==> config.mk <==
export PLATFORM = sky130hd
export DESIGN_NAME = tqu_isqrt
export DESIGN_NICKNAME = d
export VERILOG_FILES = /design/src/rtl/tqu_pkg.sv /design/src/rtl/tqu_isqrt.sv
export SDC_FILE = /design/constraint.sdc
export NUM_CORES = 2
export LEC_CHECK = 0
export BUFFER_PORTS_ARGS = -buffer_cell sky130_fd_sc_hd__buf_2
export CAP_MARGIN = 10
export CORE_ASPECT_RATIO = 1.75
export CORE_UTILIZATION = 30
export CTS_BUF_LIST = sky130_fd_sc_hd__clkbuf_2
export DETAILED_ROUTE_END_ITERATION = 10
export PLACE_DENSITY = 0.49
export SLEW_MARGIN = 5
export SYNTH_ARGS = -nofsm -noshare
export SYNTH_HDL_FRONTEND = slang
export SYNTH_SLANG_ARGS = --single-unit
export TNS_END_PERCENT = 10
==> constraint.sdc <==
create_clock -name clk -period 4.4 [get_ports clk]
set_input_delay 0.88 -clock clk [delete_from_list [all_inputs] [get_ports clk]]
set_output_delay 0.88 -clock clk [all_outputs]
set_load 0.02 [all_outputs]
==> src/rtl/tqu_pkg.sv <==
// Shared types, constants and tables of the triangular quantile pipeline.
package tqu_pkg;

  localparam int EXPW     = 25;  // width of exp() result, Q24, up to 1 + 2^-24
  localparam int EXP_LAT  = 39;  // register stages in tqu_exp
  localparam int SQRT_LAT = 32;  // register stages in tqu_isqrt, one root bit each

  localparam logic [EXPW-1:0] ONE_Q24 = EXPW'(25'h100_0000);

  // configuration register indexes
  localparam logic CFG_UPPER_TAIL = 1'b0;
  localparam logic CFG_LOG_PROB   = 1'b1;

  typedef enum logic [1:0] {
    ST_OK    = 2'd0,
    ST_SHAPE = 2'd1,
    ST_RANGE = 2'd2
  } status_t;

  // k * ln2 in Q30 units
  function automatic logic [34:0] ln2_mul(input logic [4:0] k);
    logic [34:0] prod;
    prod = 35'(k) * 35'd744261118;
    return prod;
  endfunction

  // floor(2^32 / n) for the Taylor divisors
  function automatic logic [32:0] recip(input logic [3:0] n);
    logic [32:0] m;
    case (n)
      4'd1:    m = 33'd4294967296;
      4'd2:    m = 33'd2147483648;
      4'd3:    m = 33'd1431655765;
      4'd4:    m = 33'd1073741824;
      4'd5:    m = 33'd858993459;
      4'd6:    m = 33'd715827882;
      4'd7:    m = 33'd613566756;
      4'd8:    m = 33'd536870912;
      4'd9:    m = 33'd477218588;
      4'd10:   m = 33'd429496729;
      4'd11:   m = 33'd390451572;
      4'd12:   m = 33'd357913941;
      default: m = 33'd0;
    endcase
    return m;
  endfunction

endpackage

==> src/rtl/tqu_isqrt.sv <==
// Pipelined 64-bit integer square root, one root bit per stage.
module tqu_isqrt (
  input  logic        clk,
  input  logic        en,
  input  logic [63:0] x,
  output logic [31:0] root
);
  import tqu_pkg::*;

  logic [63:0] rem_r  [SQRT_LAT];
  logic [31:0] root_r [SQRT_LAT];

  for (genvar i = 0; i < SQRT_LAT; i++) begin : g_bit
    localparam int B = SQRT_LAT - 1 - i;
    logic [63:0] rem_in;
    logic [31:0] root_in;
    logic [65:0] trial;
    logic        take;

    if (i == 0) begin : g_first
      assign rem_in  = x;
      assign root_in = '0;
    end else begin : g_next
      assign rem_in  = rem_r[i-1];
      assign root_in = root_r[i-1];
    end

    // (root + 2^B)^2 - root^2
    assign trial = (66'(root_in) << (B + 1)) + (66'd1 << (2 * B));
    assign take  = {2'b0, rem_in} >= trial;

    always_ff @(posedge clk) begin
      if (en) begin
        rem_r[i]  <= take ? rem_in - trial[63:0] : rem_in;
        root_r[i] <= take ? root_in | (32'd1 << B) : root_in;
      end
    end
  end

  assign root = root_r[SQRT_LAT-1];

endmodule

==> qor_table.md <==
| Step | Item | Value |
|---|---|---|
| outcome | Outcome | finished clean |
| sta | Transition time at the pin with the least slew margin | 1400 ps |
| finish | Final-layout fill cell count | 38,800 |
| setup path | Biggest fanout along the worst timing path | 9 |
| global routing | Vias in the first global route | 87,500 |
| job | Number of max-cap violations | 0 |
| synthesis | Library cell occupying the most area in the post-synthesis netlist | sky130_fd_sc_hd__edfxtp_1 |
| global routing | Antenna violations before repair | 16 |
| die | Std-Cell Rows | 306 |
| synthesis | Share of flip-flops with an asynchronous set or reset after synthesis | 0% |
| sta | Setup slack after layout | 13.1 ps |
| die | Num ports | 98 |
| die | Initial Util | 30.2% |
| routing | Vias after detailed routing | 79,400 |
| global routing | Met2 GRT Util | 37.6% |
| global routing | Maximum number of pins on one net before global-route repair | 177 |
| synthesis | Combinational family with the most area after synthesis | simple AND/OR/NAND/NOR gates |
| synthesis | Flop and latch count out of synthesis | 2,512 |
| routing | Drt drc | 0 |
| synthesis | Synth area leaders | sky130_fd_sc_hd__edfxtp_1 63%, sky130_fd_sc_hd__ha_1 5.8%, sky130_fd_sc_hd__xnor2_1 3.2%, sky130_fd_sc_hd__xor2_1 3.2%, sky130_fd_sc_hd__a21oi_1 2.3% |
| routing | Number of search-and-repair iterations in the first detailed-routing pass | 8 |
| finish | Synth-to-layout area growth | 14.8% |
| synthesis | Main flop type after synthesis | sky130_fd_sc_hd__edfxtp_1 |
| synthesis | Post-synthesis share of cell area spent on full adders, half adders and majority gates | 5.83% |
| sta | Unrepaired setup endpoints after global routing | true |
| synthesis | Per-instance average area after synthesis | 12.6 µm² |
| sta | Final Skew | 230 ps |
| global routing | Overflow left after global routing | 0 |
| synthesis | Post-Syn Instances | 9,492 |
| global routing | Met1 layer usage reported by global route | 8.81% |
| worst hold path | Type of the tightest min-delay check | register to register |
| clock tree | Worst-Skew Late Latency | 2000 ps |
| power and ir drop | P_leak | 52.5 nW |
| setup path | Critical-path cell with the highest stage delay | sky130_fd_sc_hd__nand4b_1 |
| synthesis | Synthesized net count | 10,100 |
| clock tree | Clock buffers created by TritonCTS | 626 |
| die | DIE AREA | 0.402 mm² |
| placement | Port Buf Inserts | 97 |
| power and ir drop | Pwr/cell area | 471 mW/mm² |
| setup path | Sort of element at the end of the critical path | register |
| sta | Fin. Hold Viols | 0 |
| global routing | Global routing's busiest layer | met2 |
| synthesis | Proportion of synthesized area in mux cells | 0.757% |
| placement | Worst setup timing slack at the placement stage | -468 ps |
| sta | Worst hold margin | 307 ps |
| routing | Final antenna-violating net count | 0 |
| power and ir drop | Total power draw | 64.8 mW |
| sta | Minimum clock period | 4390 ps |
| die | Horiz. Die Dim | 480 µm |
| synthesis | Complex-gate fraction of the synthesized area | 9.14% |
| routing | Post-Route WL | 335,000 µm |
| die | Die Y | 838 µm |
| power and ir drop | Peak ir drop on the vdd network | 0.000247 V |
| setup path | Highest cell delay on the worst timing path | 480 ps |
| sta | Number of slew-limit violations in the final report | 0 |
| synthesis | Yosys warnings | 0 |
| finish | Post-route core utilization | 34.6% |
| synthesis | Area share of the largest cell type after synthesis | 63.0% |
| sta | Maximum clock rate | 228 MHz |
| global routing | Total global routing track utilization | 16.3% |
| global routing | Global-route wire length before repair | 489,000 µm |
| setup path | Arrival time at the worst endpoint | 5880 ps |
| sta | Setup violation total in the final timing report | 0 |
| die | Core area | 0.397 mm² |
| setup path | Family of cells with the greatest summed delay on the critical path | simple AND/OR/NAND/NOR gates |
| clock tree | Maximum root-to-sink buffer count | 4 |
| clock tree | Clk sink count | 2,512 |
| finish | Share of final-layout standard cells stronger than drive strength 1 | 15.1% |
| synthesis | Post-synthesis cell type count | 90 |
| setup path | Critical path, cell by cell | ha_1, nor4b_1, nand4_1, nor4_1, buf_4, a311o_1, a2111oi_4, buf_4, nand4b_1, nor4_4, o31ai_1, xnor2_1 |
| clock tree | CTS H-Tree Depth | 6 |
| sta | Worst rel slew slack | 6.12% |
| routing | Vias per Instance | 4.86 |
| placement | Sum of net half-perimeters after detailed placement | 257,000 µm |
| setup path | CP bufs+invs | 2 |
| sta | Period Utilization, post-route | 99.7% |
| clock tree | Clock transition at the registers of the reported paths | 100 ps |
| clock tree | TritonCTS clock tree | done |
| synthesis | XOR/XNOR share of the synthesized area | 6.44% |
| clock tree | Root Buffer Master | sky130_fd_sc_hd__clkbuf_2 |
| synthesis | Synth Area in Simple Gates | 12.1% |
| setup path | Worst Path Class, Setup | register to register |
| synthesis | Mapped cell area | 0.120 mm² |
| synthesis | Number of enable flip-flop cells after synthesis | 2,512 |
| setup path | Cell with the most instances on the worst path | sky130_fd_sc_hd__buf_4 |
| global routing | Met3 routing resource usage after global routing | 2.47% |
| routing | First-iteration detailed-routing DRC count | 3,309 |
| finish | Post-layout net count | 11,300 |
| routing | Average wire per standard cell | 20.5 µm |
| synthesis | Sequential fraction of the synthesis area | 63.0% |
| setup path | Required time of the worst setup path | 5900 ps |
| placement | Last weighted congestion value of the routability-driven placer | 0.960 |
| setup path | Critical path launch point type | register |
-- kinds of logic (layout without fill, tap and decap cells) --
logic type	Yosys count	in the layout
and+or+nand+nor	2812	2812
AOI/OAI and AO/OA	1774	1774
muxes	82	82
xor gates and xnor gates	881	881
other	0	26
adders and majority gates	558	558
buffers and inverters	873	2470
DFF	2512	2512
-- sequential cells by signal (all words and copies together), names as in the netlist --
signal  count
rem_r    1984
root_r    528
-- synthesized netlist by cell type, drive strengths merged, types with 15 or more instances --
| library cell | count |
|---|---|
| mux2 | 68 |
| and4 | 16 |
| a21oi | 558 |
| edfxtp | 2512 |
| or2 | 49 |
| clkbuf | 147 |
| nand4 | 157 |
| nor2 | 597 |
| buf | 29 |
| nor2b | 76 |
| o31ai | 50 |
| a31oi | 40 |
| nor4b | 47 |
| nor3b | 24 |
| nand2 | 661 |
| nand3 | 138 |
| a211oi | 43 |
| xor2 | 439 |
| o21a | 86 |
| or3 | 101 |
| nand3b | 30 |
| o21bai | 48 |
| and2 | 24 |
| or4 | 78 |
| nor4 | 339 |
| a21boi | 20 |
| nor3 | 267 |
| inv | 697 |
| o21ai | 493 |
| a21o | 238 |
| xnor2 | 442 |
| o41ai | 15 |
| and3 | 40 |
| ha | 558 |
| a211o | 18 |
| o211ai | 34 |
| nand2b | 119 |
-- path summary, 6_finish.rpt --
path,end,startpoint,depth (start not counted),slack (ps)
max,rem_r[14][58],rem_r[13][73],12,10
min,root_r[1][406],root_r[1][374],0,310
max reg2reg,rem_r[14][58],rem_r[13][73],12,10
min reg2reg,root_r[1][406],root_r[1][374],0,310
-- layout by cell type, fill, tap and decap left out, types with 75 or more instances in the layout --
| cell | n |
|---|---|
| sky130_fd_sc_hd__xnor2_1 | 442 |
| sky130_fd_sc_hd__nor3_1 | 257 |
| sky130_fd_sc_hd__edfxtp_1 | 2512 |
| sky130_fd_sc_hd__o21ai_0 | 481 |
| sky130_fd_sc_hd__buf_4 | 396 |
| sky130_fd_sc_hd__xor2_1 | 439 |
| sky130_fd_sc_hd__o21a_1 | 86 |
| sky130_fd_sc_hd__nor4_1 | 318 |
| sky130_fd_sc_hd__dlygate4sd3_1 | 194 |
| sky130_fd_sc_hd__nand2b_1 | 119 |
| sky130_fd_sc_hd__nand3_1 | 138 |
| sky130_fd_sc_hd__ha_1 | 558 |
| sky130_fd_sc_hd__inv_1 | 695 |
| sky130_fd_sc_hd__a21o_1 | 238 |
| sky130_fd_sc_hd__buf_2 | 97 |
| sky130_fd_sc_hd__nand4_1 | 157 |
| sky130_fd_sc_hd__or4_1 | 77 |
| sky130_fd_sc_hd__nor2b_1 | 75 |
| sky130_fd_sc_hd__nor2_1 | 596 |
| sky130_fd_sc_hd__a21oi_1 | 557 |
| sky130_fd_sc_hd__clkbuf_2 | 885 |
| sky130_fd_sc_hd__nand2_1 | 661 |
| sky130_fd_sc_hd__or3_1 | 101 |
| sky130_fd_sc_hd__clkinv_1 | 101 |
-- per-stage QoR --
step	cell area (µm²)	std cells	TNS, ps
after floorplan	120000	9492	0
after global placement	130000	15100	-1170
after detailed placement	130000	15100	-855
after CTS	137000	16300	-102
final	137000	16400	0
after global routing	137000	16300	-66.5
-- routing by layer --
metal  routed length, µm  part of all wire, %  up-vias
met3               10000                  3.0     1061
met5                 110                0.033        -
li1                    -                    -    38200
met2              214000                   64     1784
met1               77300                   23    38400
met4               33700                   10       16
-- power by group --
part           switching (mW)  internal (mW)  total [mW]
registers                2.23           30.4        32.6
logic                    9.64           6.69        16.3
clock network            9.68           6.15        15.8
total                    21.5           43.2        64.8
-- what timing repair did --
| action | CTS | global route |
|---|---|---|
| setup endpoints to repair | 22 | 36 |
| hold buffers | 194 | 0 |
| endpoints found under the hold margin | 2513 | 0 |
| gates resized for setup | 11 | 11 |
| pin swaps | 1 | 1 |
| setup buffers | 0 | 1 |
-- layout make-up --
cell class | count | area [µm²] | share of cell area [%]
antenna | 26 | 65.1 | 0.0473
clock buffer | 885 | 4430 | 3.22
clock inverter | 175 | 1130 | 0.825
inverter | 697 | 2620 | 1.90
multi-input combinational | 6107 | 41300 | 30.1
sequential | 2512 | 75400 | 54.9
tap | 5236 | 6550 | 4.77
timing repair buffer | 713 | 5910 | 4.30
Note: power is estimated with default switching activity, not from simulation.
